## src/design/ph_sample_median_window_unit_macros.svh

```systemverilog
// assertion macros shared by the median window design
`ifndef PH_SAMPLE_MEDIAN_WINDOW_UNIT_MACROS_SVH
`define PH_SAMPLE_MEDIAN_WINDOW_UNIT_MACROS_SVH

// check that an antecedent implies a consequent on the same edge
`define PSM_ASSERT_IMP(label, clk, rst, ante, cons, msg) \
   label: assert property (@(posedge clk) disable iff (rst) (ante) |-> (cons)) \
      else $error(msg);

// check that an antecedent implies a consequent on the next edge
`define PSM_ASSERT_NEXT(label, clk, rst, ante, cons, msg) \
   label: assert property (@(posedge clk) disable iff (rst) (ante) |=> (cons)) \
      else $error(msg);

// check a condition at every edge out of reset
`define PSM_ASSERT_ALWAYS(label, clk, rst, cond, msg) \
   label: assert property (@(posedge clk) disable iff (rst) (cond)) else $error(msg);

`endif

```

## src/design/psm_pkg.sv

```systemverilog
package psm_pkg;

   localparam int unsigned CfgIndexWidth = 2;
   localparam logic [CfgIndexWidth-1:0] CFG_PH_PER_VOLT     = 2'd0;
   localparam logic [CfgIndexWidth-1:0] CFG_PH_OFFSET       = 2'd1;
   localparam logic [CfgIndexWidth-1:0] CFG_NEAR_ZERO_LIMIT = 2'd2;

   localparam logic OP_SAMPLE = 1'b0;
   localparam logic OP_CLEAR  = 1'b1;

   localparam logic signed [15:0] PhPerVoltReset = 16'sd256;
   localparam logic signed [15:0] PhOffsetReset  = 16'sd0;
   localparam logic [11:0]        NearZeroReset  = 12'd4;

   typedef enum logic [2:0] {
      ST_IDLE,
      ST_CONVERT,
      ST_OUTER,
      ST_INNER,
      ST_SELECT,
      ST_DONE
   } psm_state_type;

   // control signals from the sequencer to the result stage
   typedef struct packed {
      logic       load;
      logic       accepted;
      logic       median_valid;
      logic [6:0] held_count;
   } psm_result_ctl_type;

   function automatic logic signed [15:0] sat16(input logic signed [33:0] v);
      if (v > 34'sd32767) begin
         return 16'sh7fff;
      end else if (v < -34'sd32768) begin
         return 16'sh8000;
      end else begin
         return v[15:0];
      end
   endfunction

endpackage

```

## src/design/psm_ram.sv

```systemverilog
module psm_ram #(
   parameter int unsigned WIDTH = 16,
   parameter int unsigned DEPTH = 16
) (
   input  logic                                      clock,
   input  logic                                      wr_en,
   input  logic [$clog2(DEPTH > 1 ? DEPTH : 2)-1:0]  wr_addr,
   input  logic [WIDTH-1:0]                          wr_data,
   input  logic [$clog2(DEPTH > 1 ? DEPTH : 2)-1:0]  rd_addr,
   output logic [WIDTH-1:0]                          rd_data
);
   logic [WIDTH-1:0] mem_ff [DEPTH];
   logic [WIDTH-1:0] rd_data_ff;

   always_ff @(posedge clock) begin
      if (wr_en) begin
         mem_ff[wr_addr] <= wr_data;
      end
      rd_data_ff <= mem_ff[rd_addr];
   end

   assign rd_data = rd_data_ff;
endmodule

```

## src/design/psm_result.sv

```systemverilog
module psm_result (
   input  logic                        clock,
   input  logic                        reset,
   input  psm_pkg::psm_result_ctl_type ctl,
   input  logic                        is_full,
   input  logic signed [15:0]          median_ph,
   output logic                        rsp_tvalid,
   input  logic                        rsp_tready,
   output logic [23:0]                 rsp_tdata
);
   import psm_pkg::*;

   logic        valid_ff, valid_in;
   logic [23:0] data_ff, data_in;

   always_comb begin
      valid_in = valid_ff;
      data_in  = data_ff;
      if (rsp_tready) begin
         valid_in = 1'b0;
      end
      if (ctl.load) begin
         valid_in = 1'b1;
         data_in  = {median_ph, ctl.median_valid, is_full,
                     ctl.held_count[4:0], ctl.accepted};
      end
   end

   always_ff @(posedge clock) begin
      if (reset) begin
         valid_ff <= 1'b0;
      end else begin
         valid_ff <= valid_in;
      end
      data_ff <= data_in;
   end

   assign rsp_tvalid = valid_ff;
   assign rsp_tdata  = data_ff;
endmodule

```

## src/design/ph_sample_median_window_unit.sv

```systemverilog
// pH running median filter.
// req channel: one item per operation; tdata from bit 0: operation,
// voltage[15:0], voltage_invalid. A clear empties the window, a take sample
// converts the voltage to pH and stores it unless invalid or near zero.
// rsp channel: one item per request; tdata from bit 0: accepted,
// sample count[4:0], window_full, median_valid, median_ph[15:0].
// csr channel: index 0 ph_per_volt, 1 ph_offset, 2 near_zero_limit.
// The median is found by a rank count over the window memory: each candidate
// slot is addressed in ST_OUTER, the window is streamed through the single
// read port in ST_INNER, and its rank is checked in ST_SELECT. Slots are
// scanned until both middle values are found (at most WINDOW_DEPTH slots).
// A stored sample is first converted and written, other samples start the
// scan at once, and a clear or an empty window skips it. One item is in
// flight at a time.
// Reset empties the window and restores the register defaults; no clearing
// pass is needed, slot valid bits live in flip-flops.
// The result sits in an output register; while it is held under a stall no
// new item is taken.
module ph_sample_median_window_unit #(
   parameter int unsigned WINDOW_DEPTH = 16
) (
   input  logic        clock,
   input  logic        reset,
   input  logic        req_tvalid,
   output logic        req_tready,
   input  logic [23:0] req_tdata,   // operation, voltage[15:0], voltage_invalid
   output logic        rsp_tvalid,
   input  logic        rsp_tready,
   output logic [23:0] rsp_tdata,   // accepted, sample_cnt[4:0], window_full,
                                    // median_valid, median_ph[15:0]
   input  logic        csr_valid,
   output logic        csr_ready,
   input  logic [1:0]  csr_index,
   input  logic [15:0] csr_data
);
   import psm_pkg::*;
`include "ph_sample_median_window_unit_macros.svh"

   localparam int unsigned AW = (WINDOW_DEPTH > 1) ? $clog2(WINDOW_DEPTH) : 1;
   localparam int unsigned CW = 7;
   localparam logic [CW-1:0] DepthC = CW'(WINDOW_DEPTH);
   // product register value once the converted sample is stored
   localparam logic signed [31:0] ProdStored = 32'sh7fffffff;

   psm_state_type state_ff, state_in;

   logic signed [15:0] gain_ff, gain_in, offset_ff, offset_in;
   logic [11:0]        limit_ff, limit_in;

   logic [WINDOW_DEPTH-1:0] filled_ff, filled_in;
   logic [AW-1:0]           wslot_ff, wslot_in;
   logic [CW-1:0]           count_ff, count_in;

   logic signed [15:0] volt_ff, volt_in;
   logic               acc_ff, acc_in;
   logic signed [31:0] prod_ff, prod_in;

   // rank search: candidate index i, scan index j
   logic [AW-1:0]      ci_ff, ci_in, cj_ff, cj_in;
   logic               jv_ff, jv_in;   // read data for cj valid
   logic signed [15:0] cand_ff, cand_in;
   logic [CW-1:0]      less_ff, less_in, leq_ff, leq_in;
   logic               lo_found_ff, lo_found_in, hi_found_ff, hi_found_in;
   logic signed [15:0] lo_ff, lo_in, hi_ff, hi_in;
   logic               cand_load_ff, cand_load_in;

   logic               ram_we;
   logic [AW-1:0]      ram_waddr, ram_raddr;
   logic signed [15:0] ram_wdata, ram_rdata;

   psm_result_ctl_type rctl;
   logic signed [15:0] med_out;
   logic signed [16:0] med_sum;

   logic               req_op, req_inv;
   logic signed [15:0] req_volt;
   logic [16:0]        mag;
   logic               take;
   logic               store_now;
   logic [CW-1:0]      rank_lo, rank_hi;

   assign req_op   = req_tdata[0];
   assign req_volt = req_tdata[16:1];
   assign req_inv  = req_tdata[17];
   assign mag      = req_volt[15] ? (17'd0 - {req_volt[15], req_volt})
                                  : {1'b0, req_volt};
   assign take     = (req_op == OP_SAMPLE) && !req_inv && (mag >= {5'd0, limit_ff});

   assign req_tready = (state_ff == ST_IDLE) && !(rsp_tvalid && !rsp_tready);
   assign csr_ready  = 1'b1;

   // a take stores its converted sample on the first pass through outer
   assign store_now = (state_ff == ST_OUTER) && acc_ff && (prod_ff != ProdStored);

   // middle ranks: lo = (n-1)/2, hi = n/2
   assign rank_lo = (count_ff - CW'(1)) >> 1;
   assign rank_hi = count_ff >> 1;

   psm_ram #(.WIDTH(16), .DEPTH(WINDOW_DEPTH)) u_window (
      .clock   (clock),
      .wr_en   (ram_we),
      .wr_addr (ram_waddr),
      .wr_data (ram_wdata),
      .rd_addr (ram_raddr),
      .rd_data (ram_rdata)
   );

   always_comb begin
      gain_in   = gain_ff;
      offset_in = offset_ff;
      limit_in  = limit_ff;
      if (csr_valid && csr_ready) begin
         case (csr_index)
            CFG_PH_PER_VOLT:     gain_in   = csr_data;
            CFG_PH_OFFSET:       offset_in = csr_data;
            CFG_NEAR_ZERO_LIMIT: limit_in  = csr_data[11:0];
            default:             ;
         endcase
      end
   end

   // next state
   always_comb begin
      state_in = state_ff;
      case (state_ff)
         ST_IDLE: begin
            if (req_tvalid && req_tready) begin
               if (take) begin
                  state_in = ST_CONVERT;
               end else if (req_op == OP_CLEAR || count_ff == '0) begin
                  state_in = ST_DONE;
               end else begin
                  state_in = ST_OUTER;
               end
            end
         end
         ST_CONVERT: state_in = ST_OUTER;
         ST_OUTER:   state_in = store_now ? ST_OUTER : ST_INNER;
         ST_INNER: begin
            if (cj_ff == AW'(WINDOW_DEPTH - 1) && jv_ff) begin
               state_in = ST_SELECT;
            end
         end
         ST_SELECT: begin
            if ((lo_found_in && hi_found_in) || ci_ff == AW'(WINDOW_DEPTH - 1)) begin
               state_in = ST_DONE;
            end else begin
               state_in = ST_OUTER;
            end
         end
         ST_DONE:    state_in = ST_IDLE;
         default:    state_in = ST_IDLE;
      endcase
   end

   // datapath and outputs
   always_comb begin
      logic signed [33:0] ph_wide;
      logic               jf;
      filled_in    = filled_ff;
      wslot_in     = wslot_ff;
      count_in     = count_ff;
      volt_in      = volt_ff;
      acc_in       = acc_ff;
      prod_in      = prod_ff;
      ci_in        = ci_ff;
      cj_in        = cj_ff;
      jv_in        = 1'b0;
      cand_in      = cand_ff;
      less_in      = less_ff;
      leq_in       = leq_ff;
      lo_found_in  = lo_found_ff;
      hi_found_in  = hi_found_ff;
      lo_in        = lo_ff;
      hi_in        = hi_ff;
      cand_load_in = 1'b0;
      ram_we       = 1'b0;
      ram_waddr    = wslot_ff;
      ram_wdata    = '0;
      ram_raddr    = cj_ff;
      rctl         = '0;
      ph_wide      = '0;
      jf           = 1'b0;
      case (state_ff)
         ST_IDLE: begin
            ci_in       = '0;
            lo_found_in = 1'b0;
            hi_found_in = 1'b0;
            if (req_tvalid && req_tready) begin
               volt_in = req_volt;
               acc_in  = take;
               if (req_op == OP_CLEAR) begin
                  filled_in = '0;
                  wslot_in  = '0;
                  count_in  = '0;
               end
            end
         end
         ST_CONVERT: begin
            prod_in = volt_ff * gain_ff;
         end
         ST_OUTER: begin
            ram_raddr    = ci_ff;
            cj_in        = '0;
            less_in      = '0;
            leq_in       = '0;
            cand_load_in = !store_now;
            if (store_now) begin
               // finish conversion and store; the scan restarts with the write settled
               ph_wide   = 34'(prod_ff >>> 12) - 34'(offset_ff);
               ram_we    = 1'b1;
               ram_wdata = sat16(ph_wide);
               if (filled_ff[wslot_ff]) begin
                  wslot_in  = (wslot_ff == AW'(WINDOW_DEPTH - 1)) ? '0 : wslot_ff + AW'(1);
                  ram_waddr = wslot_in;
               end
               filled_in[ram_waddr] = 1'b1;
               if (!filled_ff[ram_waddr]) begin
                  count_in = count_ff + CW'(1);
               end
               prod_in = ProdStored;
            end
         end
         ST_INNER: begin
            if (cand_load_ff) begin
               cand_in = ram_rdata;
            end
            ram_raddr = cj_ff;
            jv_in     = !jv_ff || cj_ff != AW'(WINDOW_DEPTH - 1);
            if (jv_ff) begin
               jf = filled_ff[cj_ff];
               if (jf && ram_rdata < (cand_load_ff ? ram_rdata : cand_ff)) begin
                  less_in = less_ff + CW'(1);
               end
               if (jf && ram_rdata <= (cand_load_ff ? ram_rdata : cand_ff)) begin
                  leq_in = leq_ff + CW'(1);
               end
               if (cj_ff != AW'(WINDOW_DEPTH - 1)) begin
                  cj_in = cj_ff + AW'(1);
                  ram_raddr = cj_ff + AW'(1);
               end
            end
         end
         ST_SELECT: begin
            if (filled_ff[ci_ff]) begin
               if (!lo_found_ff && less_ff <= rank_lo && rank_lo < leq_ff) begin
                  lo_found_in = 1'b1;
                  lo_in       = cand_ff;
               end
               if (!hi_found_ff && less_ff <= rank_hi && rank_hi < leq_ff) begin
                  hi_found_in = 1'b1;
                  hi_in       = cand_ff;
               end
            end
            ci_in = ci_ff + AW'(1);
         end
         ST_DONE: begin
            rctl.load         = 1'b1;
            rctl.accepted     = acc_ff;
            rctl.held_count   = count_ff;
            rctl.median_valid = (count_ff != '0);
         end
         default: ;
      endcase
   end

   assign med_sum = {hi_ff[15], hi_ff} + {lo_ff[15], lo_ff};
   assign med_out = (count_ff == '0) ? 16'sd0 : med_sum[16:1];

   psm_result u_result (
      .clock      (clock),
      .reset      (reset),
      .ctl        (rctl),
      .is_full    (count_ff == DepthC),
      .median_ph  (med_out),
      .rsp_tvalid (rsp_tvalid),
      .rsp_tready (rsp_tready),
      .rsp_tdata  (rsp_tdata)
   );

   always_ff @(posedge clock) begin
      if (reset) begin
         state_ff     <= ST_IDLE;
         gain_ff      <= PhPerVoltReset;
         offset_ff    <= PhOffsetReset;
         limit_ff     <= NearZeroReset;
         filled_ff    <= '0;
         wslot_ff     <= '0;
         count_ff     <= '0;
         jv_ff        <= 1'b0;
         cand_load_ff <= 1'b0;
         lo_found_ff  <= 1'b0;
         hi_found_ff  <= 1'b0;
      end else begin
         state_ff     <= state_in;
         gain_ff      <= gain_in;
         offset_ff    <= offset_in;
         limit_ff     <= limit_in;
         filled_ff    <= filled_in;
         wslot_ff     <= wslot_in;
         count_ff     <= count_in;
         jv_ff        <= jv_in;
         cand_load_ff <= cand_load_in;
         lo_found_ff  <= lo_found_in;
         hi_found_ff  <= hi_found_in;
      end
      volt_ff <= volt_in;
      acc_ff  <= acc_in;
      prod_ff <= prod_in;
      ci_ff   <= ci_in;
      cj_ff   <= cj_in;
      cand_ff <= cand_in;
      less_ff <= less_in;
      leq_ff  <= leq_in;
      lo_ff   <= lo_in;
      hi_ff   <= hi_in;
   end

   `PSM_ASSERT_ALWAYS(a_count_range, clock, reset, count_ff <= DepthC,
      "sample count above window depth")
   `PSM_ASSERT_NEXT(a_clear_empties, clock, reset,
      req_tvalid && req_tready && req_op == OP_CLEAR, count_ff == '0,
      "clear did not empty the window")
   `PSM_ASSERT_IMP(a_no_overwrite, clock, reset, rctl.load, !(rsp_tvalid && !rsp_tready),
      "result loaded over a held item")
   `PSM_ASSERT_IMP(a_count_matches, clock, reset, state_ff == ST_IDLE,
      count_ff == CW'($countones(filled_ff)), "count differs from filled slots")
endmodule

```

## config.mk

```make
export PLATFORM = sky130hd
export DESIGN_NAME = ph_sample_median_window_unit
export DESIGN_NICKNAME = d
export VERILOG_FILES = /design/src/design/psm_pkg.sv /design/src/design/psm_ram.sv /design/src/design/psm_result.sv /design/src/design/ph_sample_median_window_unit.sv
export VERILOG_INCLUDE_DIRS = /design/src /design/src/design
export SDC_FILE = /design/constraint.sdc
export NUM_CORES = 2
export LEC_CHECK = 0
export CORE_UTILIZATION = 60
export DETAILED_ROUTE_END_ITERATION = 10
export DONT_BUFFER_PORTS = 1
export HOLD_SLACK_MARGIN = 0.12
export PLACE_DENSITY = 0.76
export SKIP_LAST_GASP = 1
export SLEW_MARGIN = 20
export SYNTH_ARGS = -nofsm -noshare
export SYNTH_HDL_FRONTEND = slang
export SYNTH_HIERARCHICAL = 1
export SYNTH_SLANG_ARGS = --single-unit
```

## constraint.sdc

```tcl
create_clock -name clock -period 14.7 [get_ports clock]
set_input_delay 0.735 -clock clock [delete_from_list [all_inputs] [get_ports clock]]
set_output_delay 0.735 -clock clock [all_outputs]
set_load 0.05 [all_outputs]
```

[Word level (Yosys, flattened, before mapping)]
Memory sizes are Yosys's and may differ from the RTL's. A register that Yosys moved wholly into a read port is not among the register bits.
Index checks and enable logic that the tools add are counted.
Storage, ports and cells
  memories: 1
  word-level logic and storage cells: 192
  RAM bits: 256
  bits in registers: 222
  input port bits: 47
Cells by class
  $mul: 1
  bitwise gates (word level): 4
  multiplexer cells: 67
  reduce and logical (&&, ||, !) cells: 49
  magnitude comparators: 14
  equal/unequal tests: 21
  add/sub/neg operators: 10
Memories
  u_window.mem_ff: words 16, width 16, rd ports 1, clocked after Yosys merged registers in 1, wr ports 1, line psm_ram.sv:12  | logic [WIDTH-1:0] mem_ff [DEPTH];
Operators with widths (count)
  16-bit 2-to-1 mux: 8
  32-bit one-hot mux with 2 select lines: 1
  7-bit 2-to-1 mux: 8
  7-bit one-hot mux with 2 select lines: 3
  4-bit 2-to-1 mux: 10
  16-bit by 16-bit multiplier with 32-bit output: 1
  32-bit 2-to-1 mux: 1
  32-bit inequality test, second input constant: 1
  16-bit one-hot mux with 2 select lines: 1
  4-bit one-hot mux with 2 select lines: 4
  7-bit by 1-bit adder with 7-bit output, second input constant: 3
  21-bit by 16-bit > comparator with 1-bit output, second input constant: 1
  21-bit by 16-bit < comparator with 1-bit output, second input constant: 1
  20-bit by 16-bit subtractor with 21-bit output: 1
  4-bit by 5-bit < comparator with 1-bit output, second input constant: 4
  16-bit by 16-bit adder with 17-bit output: 1
  17-bit by 12-bit greater-or-equal comparator with 1-bit output: 1
  17-bit 2-to-1 mux: 1
  1-bit by 16-bit subtractor with 17-bit output, first input constant: 1
  1-bit binary-select mux with 4-bit select: 4
  16-bit <= comparator: 1
  1-bit logical AND: 16
  16-bit < comparator: 1
  1-bit 2-to-1 mux: 16
  other kinds (34): 76

[Logic depth before layout (Yosys ltp)]
  depth in word-level cells: 12
  mapped depth: 24
  mapped depth without buffers: 23

[Hierarchy]
Netlist, hierarchy kept.
By module, submodules not included
  ph_sample_median_window_unit: area each 21798.4 um^2, times used 1, cells each 2367
  psm_ram: area each 10042.1 um^2, times used 1, cells each 432
  psm_result: area each 759.5 um^2, times used 1, cells each 28

[Worst setup path before layout]
OpenSTA, ideal clock, no wires.
  kind: reg-to-reg
  from: reg gain_ff[9]
  to: reg prod_ff[30], data pin
  cell stages (with the launch flop): 25
  arrival time: 6.155 ns
  data required time: 14.432 ns
  buffers on the path: 2
  slack: 8.277 ns
  cell sequence: dfxtp_1 clkbuf_1 clkbuf_1 nand2_1 fa_1 inv_1 fa_1 inv_1 fa_1 inv_1 fa_1 fa_1 inv_1 fa_1 inv_1 ha_1 and3_1 a31oi_1 o21ai_0 o21ai_0 a31oi_1 a2111oi_0 o21ai_0 xnor2_1 nand2_1
On the way
  cells in the longest elaborated chain, start to end: 2
RTL lines
  start, declared: line ph_sample_median_window_unit.sv:47  | logic signed [15:0] gain_ff, gain_in, offset_ff, offset_in;
  start signal, assigned: line ph_sample_median_window_unit.sv:284  | gain_ff <= PhPerVoltReset;
  start signal, assigned: line ph_sample_median_window_unit.sv:296  | gain_ff <= gain_in;
  16-bit by 16-bit multiplier with 32-bit output: line ph_sample_median_window_unit.sv:200  | prod_in = volt_ff * gain_ff;
  32-bit one-hot mux with 2 select lines: line ph_sample_median_window_unit.sv:184  | case (state_ff)
  end signal, assigned: line ph_sample_median_window_unit.sv:309  | prod_ff <= prod_in;
  end, declared: line ph_sample_median_window_unit.sv:56  | logic signed [31:0] prod_ff, prod_in;
Every way passes these cells.
A chain may end at the register's enable or synchronous reset.

[Worst setup path after layout]
  from: reg volt_ff[5]
  to: reg prod_ff[30], data pin
On the way
  cells in the longest elaborated chain, start to end: 2
RTL lines
  start, declared: line ph_sample_median_window_unit.sv:54  | logic signed [15:0] volt_ff, volt_in;
  start signal, assigned: line ph_sample_median_window_unit.sv:307  | volt_ff <= volt_in;
  16-bit by 16-bit multiplier with 32-bit output: line ph_sample_median_window_unit.sv:200
  32-bit one-hot mux with 2 select lines: line ph_sample_median_window_unit.sv:184
Every way passes these cells.

==> impl_summary.md <==
Clock network
The post-cts resize count is 0. The number of clock sinks is about 500. Once the clock tree was built, the setup fixing pass inserted 0 buffers. The maximum root-to-sink buffer count is 3. In this run the clock root is driven by a sky130_fd_sc_hd__clkbuf_16. TritonCTS built the clock tree.

The clock slew at the register clock pins of the worst setup and hold paths is 60 ps. CTS built an H-tree with a depth of 2. The quantity of hold-fixing buffers added after cts is 0. At the later pin of the worst-skew pair, clock insertion delay measures slightly above 600 ps. Counting the buffers created by CTS gives 50.

Routing
The detailed router put a total of 28,680 um of wire on met1. The final route contains roughly 22,000 vias. In this run, the number of DRC markers left after iteration 0 of detailed routing was 1,777. After detailed routing, the met2 layer carries 37,830 um of wire. The number of antenna-violating nets in the routed design is 0. The routed length per instance is between 20 and 25 um. Using the TritonRoute via totals, the vias-per-cell ratio works out to just over 6. Before antenna repair, the detailed router went through 5 iterations.

The highest metal layer carrying signal wires in the routed design is met5. The number of remaining DRC errors is 0. In the detailed route, the total length drawn on met3 is between 6000 and 7000 um. The wire length after detailed routing is 75,730 um.

Final layout
The growth of design area from synthesis to finish is 8.089%. The net count of the finished layout is approximately 3,300. Cells with a size suffix above 1 make up a little under 8% of the layout.

Synthesis
Yosys printed 6 warnings. The gate count after technology mapping is ~2,800. A synthesized cell averages roughly 12 sq um. The number of nets in the synthesized netlist is between 3,000 and 4,000. The synthesized netlist occupies a cell area of around 33,000 sq um.

Global route
Entering global routing, the biggest net connects 65 pins. The first-pass GRT wire length is about 120,000 um. Global routing used between 20% and 30% of the available tracks across all layers. The number of antenna violations at the first check in global routing was 4.

The total global routing overflow is 0. The number of global-route vias before repair is approximately 23,000.

Timing
Dividing the final minimum period by the clock period gives approximately half. The relative slew slack is 26.49%. The shortest clock period the worst path allows after layout is ~7500 ps.

Setup slack closes at 7207 ps. Setup repair after global routing left no endpoint under its margin. Clock skew on the completed layout was measured at 16.24 ps.

Static timing analysis puts the maximum clock frequency at between 0.1 and 0.15 GHz. At the pin with the least slew margin, the transition time is 1098 ps. In the final timing run, aggregate negative setup slack is 0 ps. The max-slew violation total from the final report is 0.

The number of hold violations in the final report came to 0. Setup violations remaining at the end of the flow were counted as 0.

Min path
The worst hold path belongs to the class primary input to flip-flop.

Critical path
STA puts the critical path data required time at about 15,000 ps. The worst setup path is captured at a flip-flop. STA classifies the critical path startpoint as a flip-flop. Of all nets on the critical path, the largest fanout is 16. The worst setup path category is flip-flop to flip-flop. The arrival time at the worst endpoint is 7830 ps.

Place
The routability-driven placement congestion ratio is a little under 0.9. The worst setup slack after placement is 7359 ps. Once detailed placement completed, the half-perimeter wirelength came to ~52,000 um.

During placement, the flow inserted port buffers numbering 0.

Pwr
The power per standard cell area is 157.5 nW/um^2. For this design the static power due to leakage is about 14 nW. Across the VDD grid, the largest voltage drop is approximately 0.00019 V.

Die
From bottom edge to top edge, the die measures 235.1 um. For this configuration, the core starts out at a cell density of about three fifths. The area enclosed by the die boundary is ~55,000 sq um.

The horizontal die dimension is between 200 and 250 um. The floorplan has 85 rows. The placeable core region is 53,710 sq um. Pin placement for this block handled 74 I/O pins.

Run status
The flow ran to the end, and the final reports show no timing, DRC or antenna violations.

Run
The tool flagged a number of max-cap violations equal to 0.
==> worst paths after layout <==
kind / start / endpoint / slack [ps] / depth (start not counted)
worst max register to register: volt_ff[5] / prod_ff[30] / 7210 / 21
worst max-delay path: volt_ff[5] / prod_ff[30] / 7210 / 21
worst min register to register: limit_ff[4] / limit_ff[4] / 450 / 2
worst min-delay path: reset / u_result/rsp_tvalid / 200 / 1
==> per-stage QoR <==
step	cells	total power [mW]	hold slack (ps)	util [%]	area, sq um
finish	3551	5.546	200.5	65.59	35230
floorplan	2825	3.589	436.3	-	32590
CTS	3548	5.535	168.1	65.47	35160
detailed placement	3456	4.154	443.9	62.16	33390
global route	3549	5.879	167.7	65.58	35220
global placement	3456	4.070	439.5	62.16	33390
==> layout by cell type, fill, tap and decap left out, drive strengths merged, types with 59 or more instances in the layout <==
cell type  count
ha           175
xnor2         67
o21ai         60
inv          414
a21oi        129
fa           264
mux4          78
edfxtp       399
nand2        316
nor2         140
clkbuf        59
and2         135
dfxtp         95
==> final cells by class <==
type	instances	area [sq um]
fill	3844	18480
multi-input combinational	1814	16820
sequential	494	13880
inverter	413	1550
clock buffer	59	1338
tap	696	870.8
clock inverter	33	436.7
timing repair buffer	40	320.3
antenna	2	5.005
==> flip-flops by register name, indices dropped and copies added (netlist names), 3 cells and up <==
register            flops
cand_ff                16
ci_ff                   4
cj_ff                   4
count_ff                7
filled_ff              16
gain_ff                16
hi_ff                  16
leq_ff                  7
less_ff                 7
limit_ff               12
lo_ff                  16
offset_ff              16
prod_ff                32
state_ff                3
u_result/rsp_tdata     24
u_window/mem_ff       256
u_window/rd_data       16
volt_ff                16
wslot_ff                4
==> worst max-delay path, cell delays in order, from the launching register on <==
cell and delay, ps:
sky130_fd_sc_hd__edfxtp_1 750, sky130_fd_sc_hd__and2_1 360, sky130_fd_sc_hd__fa_1 540, sky130_fd_sc_hd__inv_1 60, sky130_fd_sc_hd__fa_1 560, sky130_fd_sc_hd__fa_1 450, sky130_fd_sc_hd__fa_1 490, sky130_fd_sc_hd__inv_1 60
sky130_fd_sc_hd__fa_1 530, sky130_fd_sc_hd__inv_1 50, sky130_fd_sc_hd__fa_1 540, sky130_fd_sc_hd__inv_1 50, sky130_fd_sc_hd__ha_1 360, sky130_fd_sc_hd__a21o_1 180, sky130_fd_sc_hd__a21oi_1 260, sky130_fd_sc_hd__o22ai_1 230
sky130_fd_sc_hd__o21ai_0 340, sky130_fd_sc_hd__a31oi_1 240, sky130_fd_sc_hd__a2111oi_0 670, sky130_fd_sc_hd__o21ai_0 270, sky130_fd_sc_hd__xnor2_1 180, sky130_fd_sc_hd__nand2_1 60
==> where the power goes <==
group / internal (mW) / switching (mW)
Clock: 0.800 / 0.562
Combinational: 0.917 / 1.31
Sequential: 1.77 / 0.196
Total: 3.48 / 2.06
==> per-layer routing <==
layer  vias up  global-route usage, %
li1       9654                      -
met1     10800                  35.69
met2       935                  48.66
met4         4                  11.08
met5         -                      0
met3       188                  5.616
No activity file was read; power rests on OpenSTA's default activity.
